`src/design/b64d_pkg.sv`:
```
// Shared types, status codes and the alphabet lookup for the Base64 stream decoder.
`timescale 1ns / 1ps
`default_nettype none

package b64d_pkg;

    localparam int unsigned CHAR_W   = 8;
    localparam int unsigned SEXTET_W = 6;
    localparam int unsigned MAX_RES  = 3;

    localparam logic [CHAR_W-1:0] PAD_CHAR = 8'h3D;

    typedef enum logic [1:0] {
        STATUS_OK      = 2'd0,
        STATUS_BAD_CHR = 2'd1,
        STATUS_BAD_LEN = 2'd2
    } status_t;

    // One result request as it waits in the output buffer.
    typedef struct packed {
        logic [CHAR_W-1:0] data_byte;
        logic              byte_valid;
        logic              end_of_string;
        status_t           status;
    } result_t;

    // Alphabet lookup: sextet value plus a flag for characters outside it.
    typedef struct packed {
        logic                bad;
        logic [SEXTET_W-1:0] value;
    } sextet_t;

    function automatic sextet_t sextet_of(input logic [CHAR_W-1:0] c);
        sextet_t s;
        s.bad   = 1'b0;
        s.value = '0;
        if (c >= 8'h41 && c <= 8'h5A) begin
            s.value = SEXTET_W'(c - 8'h41);
        end else if (c >= 8'h61 && c <= 8'h7A) begin
            s.value = SEXTET_W'(c - 8'h61 + 8'd26);
        end else if (c >= 8'h30 && c <= 8'h39) begin
            s.value = SEXTET_W'(c - 8'h30 + 8'd52);
        end else if (c == 8'h2B) begin
            s.value = 6'd62;
        end else if (c == 8'h2F) begin
            s.value = 6'd63;
        end else begin
            s.bad = 1'b1;
        end
        return s;
    endfunction

endpackage

`default_nettype wire

```
`src/design/base64_stream_decoder_unit.sv`:
```
// Top level of the Base64 stream decoder: group tracking, decode and result buffer.
`timescale 1ns / 1ps
`default_nettype none

// A character's first result is registered and shows in the next cycle.
// Flow: one character per cycle while s_ready is high; a closing group drains up to
// three bytes, one per cycle while m_ready is high, and the next character is taken
// while the last of them is taken. Stall: any character waits while two or more
// results are pending, or while one is pending and m_ready is low.
// Reset (aresetn low, synchronous) clears group position, error status and buffer.
module base64_stream_decoder_unit (
    input  wire logic                   aclk,
    input  wire logic                   aresetn,
    input  wire logic                   s_valid,
    output logic                        s_ready,
    input  wire logic [7:0]             s_char_in,
    input  wire logic                   s_last_char,
    output logic                        m_valid,
    input  wire logic                   m_ready,
    output logic [7:0]                  m_data_byte,
    output logic                        m_byte_valid,
    output logic                        m_end_of_string,
    output logic [1:0]                  m_status
);
    import b64d_pkg::*;

    // Group state: position in the group of four and first error of the string.
    logic [1:0]        pos_reg, pos_next;
    status_t           err_reg, err_next;
    // First three characters of the current group (no reset; always written first).
    logic [CHAR_W-1:0] held_reg [MAX_RES];

    // Result buffer: entries loaded in one go, drained from head.
    result_t           res_reg  [MAX_RES];
    result_t           res_next [MAX_RES];
    logic [1:0]        head_reg, head_next;
    logic [1:0]        cnt_reg,  cnt_next;
    logic [1:0]        n_res;

    logic              acc_in;
    logic              pop_out;

    // Decode signals for a closing group.
    sextet_t           sx0, sx1, sx2, sx3;
    logic [1:0]        byte_cnt;
    logic              bad;
    logic [CHAR_W-1:0] b0, b1, b2;

    assign m_valid = (cnt_reg != 2'd0);
    assign pop_out = m_valid && m_ready;
    // Take a new request when the buffer is empty or empties this cycle.
    assign s_ready = (cnt_reg == 2'd0) || (cnt_reg == 2'd1 && m_ready);
    assign acc_in  = s_valid && s_ready;

    assign m_data_byte     = res_reg[head_reg].data_byte;
    assign m_byte_valid    = res_reg[head_reg].byte_valid;
    assign m_end_of_string = res_reg[head_reg].end_of_string;
    assign m_status        = res_reg[head_reg].status;

    // Map all four characters; padding decides how many of them count.
    always_comb begin
        sx0 = sextet_of(held_reg[0]);
        sx1 = sextet_of(held_reg[1]);
        sx2 = sextet_of(held_reg[2]);
        sx3 = sextet_of(s_char_in);

        if (s_last_char && held_reg[2] == PAD_CHAR) begin
            byte_cnt = 2'd1;
        end else if (s_last_char && s_char_in == PAD_CHAR) begin
            byte_cnt = 2'd2;
        end else begin
            byte_cnt = 2'd3;
        end

        bad = sx0.bad || sx1.bad
            || (byte_cnt != 2'd1 && sx2.bad)
            || (byte_cnt == 2'd3 && sx3.bad);

        // Pack sextets into bytes; unused trailing bits are dropped unchecked.
        b0 = {sx0.value, sx1.value[5:4]};
        b1 = {sx1.value[3:0], sx2.value[5:2]};
        b2 = {sx2.value[1:0], sx3.value};
    end

    // Next state of the group tracker and the contents to load into the buffer.
    always_comb begin
        pos_next  = pos_reg;
        err_next  = err_reg;
        n_res     = 2'd0;
        for (int i = 0; i < MAX_RES; i++) begin
            res_next[i] = '{data_byte: '0, byte_valid: 1'b0,
                            end_of_string: 1'b0, status: STATUS_OK};
        end

        if (pos_reg != 2'd3) begin
            // Still gathering: advance, or close a short string with a length error.
            pos_next = pos_reg + 2'd1;
            if (s_last_char) begin
                res_next[0].end_of_string = 1'b1;
                res_next[0].status        = STATUS_BAD_LEN;
                n_res    = 2'd1;
                pos_next = 2'd0;
                err_next = STATUS_OK;
            end
        end else begin
            pos_next = 2'd0;
            if (err_reg == STATUS_OK && !bad) begin
                res_next[0].data_byte  = b0;
                res_next[0].byte_valid = 1'b1;
                res_next[1].data_byte  = b1;
                res_next[1].byte_valid = 1'b1;
                res_next[2].data_byte  = b2;
                res_next[2].byte_valid = 1'b1;
                // Flag the final byte of the string.
                case (byte_cnt)
                    2'd1:    res_next[0].end_of_string = s_last_char;
                    2'd2:    res_next[1].end_of_string = s_last_char;
                    default: res_next[2].end_of_string = s_last_char;
                endcase
                n_res = byte_cnt;
            end else begin
                // Record the first error; report it on the last character.
                if (err_reg == STATUS_OK) begin
                    err_next = STATUS_BAD_CHR;
                end
                if (s_last_char) begin
                    res_next[0].end_of_string = 1'b1;
                    res_next[0].status        = (err_reg == STATUS_OK) ? STATUS_BAD_CHR
                                                                       : err_reg;
                    n_res    = 2'd1;
                    err_next = STATUS_OK;
                end
            end
        end
    end

    // Buffer pointers: load on a new request, otherwise drain.
    always_comb begin
        head_next = head_reg;
        cnt_next  = cnt_reg;
        if (acc_in) begin
            head_next = 2'd0;
            cnt_next  = n_res;
        end else if (pop_out) begin
            head_next = head_reg + 2'd1;
            cnt_next  = cnt_reg - 2'd1;
        end
    end

    always_ff @(posedge aclk) begin
        if (!aresetn) begin
            pos_reg  <= 2'd0;
            err_reg  <= STATUS_OK;
            head_reg <= 2'd0;
            cnt_reg  <= 2'd0;
        end else begin
            head_reg <= head_next;
            cnt_reg  <= cnt_next;
            if (acc_in) begin
                pos_reg <= pos_next;
                err_reg <= err_next;
            end
        end
    end

    // Payload registers: hold characters of the group and the loaded results.
    always_ff @(posedge aclk) begin
        if (acc_in) begin
            case (pos_reg)
                2'd0:    held_reg[0] <= s_char_in;
                2'd1:    held_reg[1] <= s_char_in;
                2'd2:    held_reg[2] <= s_char_in;
                default: ;
            endcase
            for (int i = 0; i < MAX_RES; i++) begin
                res_reg[i] <= res_next[i];
            end
        end
    end

endmodule

`default_nettype wire
```
`config.mk`:
```
export PLATFORM = sky130hd
export DESIGN_NAME = base64_stream_decoder_unit
export DESIGN_NICKNAME = d
export VERILOG_FILES = /design/src/design/b64d_pkg.sv /design/src/design/base64_stream_decoder_unit.sv
export SDC_FILE = /design/constraint.sdc
export NUM_CORES = 1
export LEC_CHECK = 0
export ABC_AREA = 1
export ABC_CLOCK_PERIOD_IN_PS = 3600
export BUFFER_PORTS_ARGS = -buffer_cell sky130_fd_sc_hd__buf_2
export CAP_MARGIN = 20
export CORE_MARGIN = 4
export CORE_UTILIZATION = 45
export CTS_CLUSTER_SIZE = 12
export DETAILED_ROUTE_END_ITERATION = 8
export RECOVER_POWER = 25
export SYNTH_ARGS = -nofsm -noshare
export SYNTH_HDL_FRONTEND = slang
export SYNTH_SLANG_ARGS = --single-unit
```
`constraint.sdc`:
```
create_clock -name aclk -period 3.6 [get_ports aclk]
set_input_delay 0.72 -clock aclk [delete_from_list [all_inputs] [get_ports aclk]]
set_output_delay 0.72 -clock aclk [all_outputs]
set_load 0.005 [all_outputs]
```
==> results of run 1 <==
## placed cells by master (no fill, tap or decap), types with 3 or more instances in the layout
cell type | netlist | layout
buf_2 | 3 | 18
nand2_1 | 131 | 131
a21oi_1 | 42 | 42
clkinvlp_4 | 0 | 3
inv_1 | 72 | 72
nor3_1 | 10 | 10
o21ai_0 | 33 | 33
xor2_1 | 20 | 20
edfxtp_1 | 54 | 54
a211oi_1 | 5 | 5
dfxtp_1 | 10 | 10
a221oi_1 | 4 | 4
xnor2_1 | 6 | 6
nor2_2 | 3 | 3
a31oi_2 | 5 | 5
nand4_1 | 11 | 11
nor2_1 | 82 | 82
nand3_1 | 43 | 43
clkbuf_8 | 0 | 9
clkbuf_1 | 6 | 10
ha_1 | 44 | 44
inv_2 | 7 | 7
## report_power, final
group / internal (µW) / switching, µW
logic: 218 / 441
clock network: 244 / 286
registers: 968 / 93.4
## logic make-up after synthesis
| logic type | synth area share |
|---|---|
| XOR/XNOR | 0.04639 |
| AND/OR/NAND/NOR | 0.2552 |
| buffers and inverters | 0.08004 |
| adder cells (fa/ha/maj) | 0.1122 |
| AO/OA/AOI/OAI | 0.1351 |
| flip-flops | 0.3711 |
## routing by layer
metal	global-route usage	vias to the layer above
li1	-	2149
met1	0.2816	1972
met2	0.3234	116
met3	0.03288	15
met4	0.05769	0
met5	0	-
## worst max-delay path: stages
cell and delay (ns):
clkbuf_1 0.42, inv_1 0.21, ha_1 0.26, inv_1 0.05, o21ai_0 0.14, o21ai_0 0.19, nand3_1 0.08, nand2_1 0.22
nand3_2 0.17, nand3_4 0.34, nand2_1 0.15, o21ai_1 0.20, nor2_1 0.07
## metrics by stage
stage	area [µm²]	utilization	hold slack [ns]
2_1_floorplan	4908	-	0.4603
3_3_place_gp	5130	0.4903	0.4848
3_5_place_dp	5130	0.4903	0.5005
4_1_cts	5294	0.5060	0.5099
5_1_grt	5280	0.5047	0.5425
6_report	5280	0.5047	0.5093
## area by class of cell
class                      instances  area [µm²]
fill                            1041        5182
multi-input combinational        468        2694
sequential                        64        1822
inverter                          81       306.5
tap                              136       170.2
clock buffer                      10       127.6
timing repair buffer              27       123.9
clock inverter                     6       36.28
## path summary, 6_finish.rpt
path | endpoint | depth (start not counted) | slack [ns]
setup / recovery | err_reg[1] | 13 | 0.60
hold / removal | err_reg[1] | 2 | 0.51
setup reg to reg | res_reg[0][2] | 13 | 0.80
hold reg to reg | err_reg[1] | 2 | 0.51
==> summary.txt, run 1 <==
Yosys
  – Leading area contributor after synthesis: edfxtp_1
  – Prevailing post-synth register cell: edfxtp_1
  – Yosys reg bits: 64
  – Avg Cell Area, Syn: 7.828 µm²
  – Synth cell count leaders: 131 x nand2_1, 82 x nor2_1, 72 x inv_1
  – Top cell type's share of synthesized area: 0.3304
  – Async set-reset flop share out of synthesis: 0
  – Most frequent cell after synthesis: nand2_1
  – Count of cell types in the netlist: 47
  – Sequential-to-total area share from yosys stat: 0.3711
  – Post-Synthesis Cells: 627
  – Post-synth EDFFs: 54
  – Mapped Nets: 684
  – Top cells by area, synth: edfxtp_1 33%, ha_1 11%, nand2_1 10%
  – Warnings, synthesis: 0
  – Syn Std Cell Area: 4908 µm²

Setup path
  – CP Max Fanout: 26
  – WP data required: 3.83 ns
  – R2R Path Start: held_reg[0][18]
  – Worst EP arrival: 3.24 ns
  – CP Launch Type: input port
  – Worst setup EP type: flip-flop
  – Setup crit start: s_char_in[2]
  – Worst setup path class: input port to flip-flop

Timing
  – Max-slew headroom: -0.1773
  – Unrepaired setup endpoints after global routing: no
  – Fin crit period: 3.003 ns
  – Final worst path period share: 0.8342
  – Final slew viol count: 33
  – Final setup margin: 0.5968 ns
  – Worst-Margin Slew: 1.766 ns
  – Final hold vios: 0
  – Final setup vio count: 0
  – Fmax: 333.0 MHz
  – Clock skew: 0.01445 ns
  – Fin Setup TNS: 0 ns

CTS
  – CTS sink count: 64
  – Clk pin slew, worst setup/hold paths: 0.06 ns
  – CTS max path bufs: 2
  – Post-CTS Hold Buffers: 0
  – Post-CTS Setup Bufs: 0
  – Clk_lat worst skew: 0.36 ns
  – PostCTS Resize Cnt: 0
  – Root buffer cell: clkbuf_8
  – CTS tree: done
  – H-tree levels: 3
  – Inserted Clock Buffers: 9

GRT
  – Largest net degree at the start of global routing: 33
  – First-pass GRT wire length: 20,450 µm
  – Global-route congestion overflow total: 0
  – Vias in the first global route: 4,048
  – Initial antenna violation count: 0
  – Gr usage total: 0.2017

Layout
  – Share of layout cells above drive strength 1: 0.09146
  – Ant. Diodes: 0
  – Flip-flop count of the largest register after layout: 30
  – Nets@finish: 708
  – Area Growth Syn to Fin: 7.571%
  – Finished Layout Cells: 792

Route
  – Pre-Repair DR Iteration Count: 4
  – Top routing layer in use: met4
  – Vias per cell: 5.369
  – Number of routed nets with antenna violations: 0
  – Via count: 4,252
  – DR WL met2: 5729 µm
  – WL/cell: 15.74 µm
  – DR iter-0 viols: 320
  – DRT met1 WL: 5855 µm
  – Met3 wire length: 695 µm
  – DRC Markers: 0
  – WL final: 12,460 µm

Placement
  – Number of buffers added on ports: 26
  – Pre-CTS setup slack: 0.5122 ns
  – Inst Count DP: 776
  – DP HPWL: 9554 µm
  – RD Place Congestion: 0.9516

Hold path
  – Hold Startpoint: err_reg[1]
  – Worst min path class: flip-flop to flip-flop

Outcome
  – Status: finished, violations left
  – Failing checks: max-capacitance violations, max-slew violations

Floorplanning
  – Core area: 10,460 µm²
  – Starting Density: 0.4691
  – Cell Rows: 37
  – Die extent in y: 112.4 µm
  – Die Area: 12,640 µm²
  – Top Ports: 27
  – Die W: 112.4 µm

Power and ir drop
  – Total Power: 2251 µW
  – Peak VDD IR: 224.7 µV
  – Static Leak: 0.002285 µW
  – Power density cells: 426.3 nW/µm²

Run
  – Max-cap viol count: 1
Power figures use the tool's default switching activity.
==> run 2: changes to the inputs <==
--- a/config.mk
+++ b/config.mk
@@ -5,8 +5,8 @@
 export SDC_FILE = /design/constraint.sdc
 export NUM_CORES = 1
 export LEC_CHECK = 0
-export ABC_AREA = 1
-export ABC_CLOCK_PERIOD_IN_PS = 3600
+export ABC_AREA = 0
+export ABC_CLOCK_PERIOD_IN_PS = 2500
 export BUFFER_PORTS_ARGS = -buffer_cell sky130_fd_sc_hd__buf_2
 export CAP_MARGIN = 20
 export CORE_MARGIN = 4
==> constraint.sdc (replaced) <==
create_clock -name aclk -period 2.5 [get_ports aclk]
set_input_delay 0.5 -clock aclk [delete_from_list [all_inputs] [get_ports aclk]]
set_output_delay 0.5 -clock aclk [all_outputs]
set_load 0.005 [all_outputs]
==> summary.txt, run 2 <==
Outcome
  – Status: completed (was finished, violations left)

CTS
  – H-tree levels: 3 (unchanged)
  – Post-CTS Hold Buffers: 0 (unchanged)
  – CTS max path bufs: 2 (unchanged)
  – Clk_lat worst skew: 0.34 ns (was 0.36 ns)
  – CTS tree: done (unchanged)
  – Inserted Clock Buffers: 9 (unchanged)
  – CTS sink count: 64 (unchanged)
  – Clk pin slew, worst setup/hold paths: 0.07 ns (was 0.06 ns)
  – Root buffer cell: clkbuf_8 (unchanged)

Setup path
  – Critical path depth: 9 (was 13)
  – R2r worst-path depth: 9 (was 13)
  – Slowest stage delay, CP: 0.57 ns (was 0.42 ns)
  – Crit-path slowest cell: or4bb_4 (was clkbuf_1)
  – Cell family with most CP delay: simple AND/OR/NAND/NOR gates (unchanged)
  – Worst setup EP type: flip-flop (unchanged)
  – Worst EP arrival: 2.63 ns (was 3.24 ns)
  – Buf/Inv on CP: 1 (was 3)
  – Worst setup path class: flip-flop to flip-flop (was input port to flip-flop)
  – CP Max Fanout: 16 (was 26)
  – WP data required: 2.73 ns (was 3.83 ns)
  – CP Launch Type: flip-flop (was input port)
  – CP cell instances: ha_4, a21o_1, a31oi_1, or4bb_4, nand3_4, nand4b_4, buf_12, mux2i_1, a21oi_1 (was clkbuf_1, inv_1, ha_1, inv_1, o21ai_0, o21ai_0, nand3_1, nand2_1, nand3_2, nand3_4, nand2_1, o21ai_1, nor2_1)

Placement
  – Pre-CTS setup slack: -0.1542 ns (was 0.5122 ns)
  – DP HPWL: 9285 µm (was 9554 µm)
  – RD Place Congestion: 0.9331 (was 0.9516)
  – Number of buffers added on ports: 26 (unchanged)

Yosys
  – Mapped Nets: 565 (was 684)
  – Avg Cell Area, Syn: 9.377 µm² (was 7.828 µm²)
  – Leading area contributor after synthesis: edfxtp_1 (unchanged)
  – Most frequent cell after synthesis: edfxtp_1 (was nand2_1)
  – Post-synth EDFFs: 54 (unchanged)
  – Prevailing post-synth register cell: edfxtp_1 (unchanged)
  – Sequential-to-total area share from yosys stat: 0.3825 (was 0.3711)
  – Synth cell count leaders: 54 x edfxtp_1, 47 x nand2_1, 44 x ha_1 (was 131 x nand2_1, 82 x nor2_1, 72 x inv_1)
  – Post-Synthesis Cells: 508 (was 627)
  – Async set-reset flop share out of synthesis: 0 (unchanged)
  – Top cell type's share of synthesized area: 0.3404 (was 0.3304)
  – Warnings, synthesis: 0 (unchanged)
  – Top cells by area, synth: edfxtp_1 34%, ha_1 12%, a21oi_1 4.2% (was edfxtp_1 33%, ha_1 11%, nand2_1 10%)
  – Yosys reg bits: 64 (unchanged)
  – Syn Std Cell Area: 4763 µm² (was 4908 µm²)
  – Count of cell types in the netlist: 63 (was 47)

Layout
  – Filler cells: 928 (was 1,041)
  – Nets@finish: 638 (was 708)
  – Most common cell after layout, fill and taps aside: edfxtp_1 (was nand2_1)
  – Flip-flop count of the largest register after layout: 30 (unchanged)
  – Commonest cells after routing, fill and taps aside: 54 x edfxtp_1, 53 x buf_4, 44 x nand2_1 (was 131 x nand2_1, 82 x nor2_1, 72 x inv_1)
  – Area Growth Syn to Fin: 21.07% (was 7.571%)
  – Share of layout cells above drive strength 1: 0.2201 (was 0.09146)
  – Ant. Diodes: 0 (unchanged)
  – Final core utilization: 0.5586 (was 0.5047)

Hold path
  – Worst min path class: input port to flip-flop (was flip-flop to flip-flop)
  – Hold depth: 2 (unchanged)

Timing
  – Fmax: 415.0 MHz
  – Final hold vios: 0 (unchanged)
  – Fin crit period: 2.410 ns
  – Fin Setup TNS: 0 ns (unchanged)
  – Unrepaired setup endpoints after global routing: yes (was no)
  – Final slew viol count: 0 (was 33)
  – Worst-Margin Slew: 0.6907 ns (was 1.766 ns)
  – Final worst path period share: 0.9638
  – Final setup margin: 0.09046 ns (was 0.5968 ns)
  – Max-slew headroom: 0.5395 (was -0.1773)
  – Final setup vio count: 0 (unchanged)
  – Clock skew: 0.01056 ns (was 0.01445 ns)

Route
  – DRC Markers: 0 (unchanged)
  – Pre-Repair DR Iteration Count: 4 (unchanged)
  – Vias per cell: 5.640 (was 5.369)
  – Via count: 4,072 (was 4,252)
  – Number of routed nets with antenna violations: 0 (unchanged)
  – WL/cell: 17.27 µm (was 15.74 µm)
  – WL final: 12,470 µm (was 12,460 µm)
  – DR iter-0 viols: 271 (was 320)

Floorplanning
  – Die W: 110.9 µm (was 112.4 µm)
  – Die Area: 12,300 µm² (was 12,640 µm²)
  – Core area: 10,320 µm² (was 10,460 µm²)
  – Starting Density: 0.4614 (was 0.4691)
  – Cell Rows: 37 (unchanged)
  – Top Ports: 27 (unchanged)
  – Die extent in y: 110.9 µm (was 112.4 µm)

Power and ir drop
  – Peak VDD IR: 290.3 µV (was 224.7 µV)
  – Power density cells: 462.0 nW/µm² (was 426.3 nW/µm²)
  – Static Leak: 0.002241 µW (was 0.002285 µW)

GRT
  – Initial antenna violation count: 0 (unchanged)
  – First-pass GRT wire length: 20,150 µm (was 20,450 µm)
  – Largest net degree at the start of global routing: 36 (was 33)
  – Global-route congestion overflow total: 0 (unchanged)
  – Vias in the first global route: 3,922 (was 4,048)
  – Gr usage total: 0.2043 (was 0.2017)

Run
  – Max-cap viol count: 0 (was 1)
run 2: changes by cell type in the layout (fill, tap and decap cells not counted), moves of 8 or more:
cell,before,now
nand2_1,131,44
mux2i_1,0,13
xnor2_1,6,17
xor2_1,20,5
and3_1,0,8
nand2b_1,0,9
buf_4,0,53
nor2b_1,0,14
nor2_1,82,29
nand4_1,11,2
inv_1,72,29
nand3_1,43,8
run 2: routing by layer:
metal / wire length (µm) / GRT usage / up-vias
met5: 0 / 0 / -
met4: 119 / 0.04433 / 0
met3: 594 / 0.03603 / 10
met2: 6049 / 0.3418 / 121
met1: 5703 / 0.2776 / 1934
li1: - / - / 2007
run 2: what timing repair did:
item / in CTS / in global routing
endpoints found under the setup margin: 15 / 30
buffers inserted: 5 / 0
pin swaps: 3 / 7
resized for setup: 8 / 31
run 2: layout make-up:
class	instances	area (µm²)	area share
Multi-Input combinational cell	383	2854	0.4949
Sequential cell	64	1822	0.3159
Timing Repair Buffer	88	601.8	0.1044
Tap cell	136	170.2	0.02951
Inverter	35	131.4	0.02278
Clock buffer	10	127.6	0.02213
Clock inverter	6	60.06	0.01041
run 2: worst paths after layout:
check                   from         end  slack (ns)
max          held_reg[0][19]  cnt_reg[0]        0.09
min                  aresetn  cnt_reg[1]        0.46
max reg2reg  held_reg[0][19]  cnt_reg[0]        0.09
min reg2reg       pos_reg[1]  pos_reg[1]        0.51
run 2: cell families after synthesis:
| group | after synthesis | share of synthesized area |
|---|---|---|
| XOR/XNOR | 22 | 0.04045 |
| AND/OR/NAND/NOR | 163 | 0.1865 |
| adder cells (fa/ha/maj) | 44 | 0.1156 |
| flip-flops | 64 | 0.3825 |
| AO/OA/AOI/OAI | 141 | 0.1941 |
| multiplexers | 13 | 0.02732 |
| buffers and inverters | 61 | 0.05358 |
run 2: through the flow:
stage	instances	cell area (µm²)	total power [µW]	hold slack (ns)
after CTS	722	5660	2679	0.4079
final	722	5767	2664	0.4634
after global placement	701	5393	1816	0.4937
after detailed placement	701	5393	1818	0.5060
after global routing	722	5767	2816	0.4637
after floorplan	508	4763	1601	0.4739
run 2: power by group:
| part | total [µW] | leakage [µW] | internal [µW] | switching, µW |
|---|---|---|---|---|
| Combinational | 525 | 0.00156 | 211 | 314 |
| Sequential | 1290 | 0.000601 | 1240 | 45.2 |
| Clock | 851 | 0.0000836 | 454 | 397 |
| Total | 2660 | 0.00224 | 1910 | 756 |
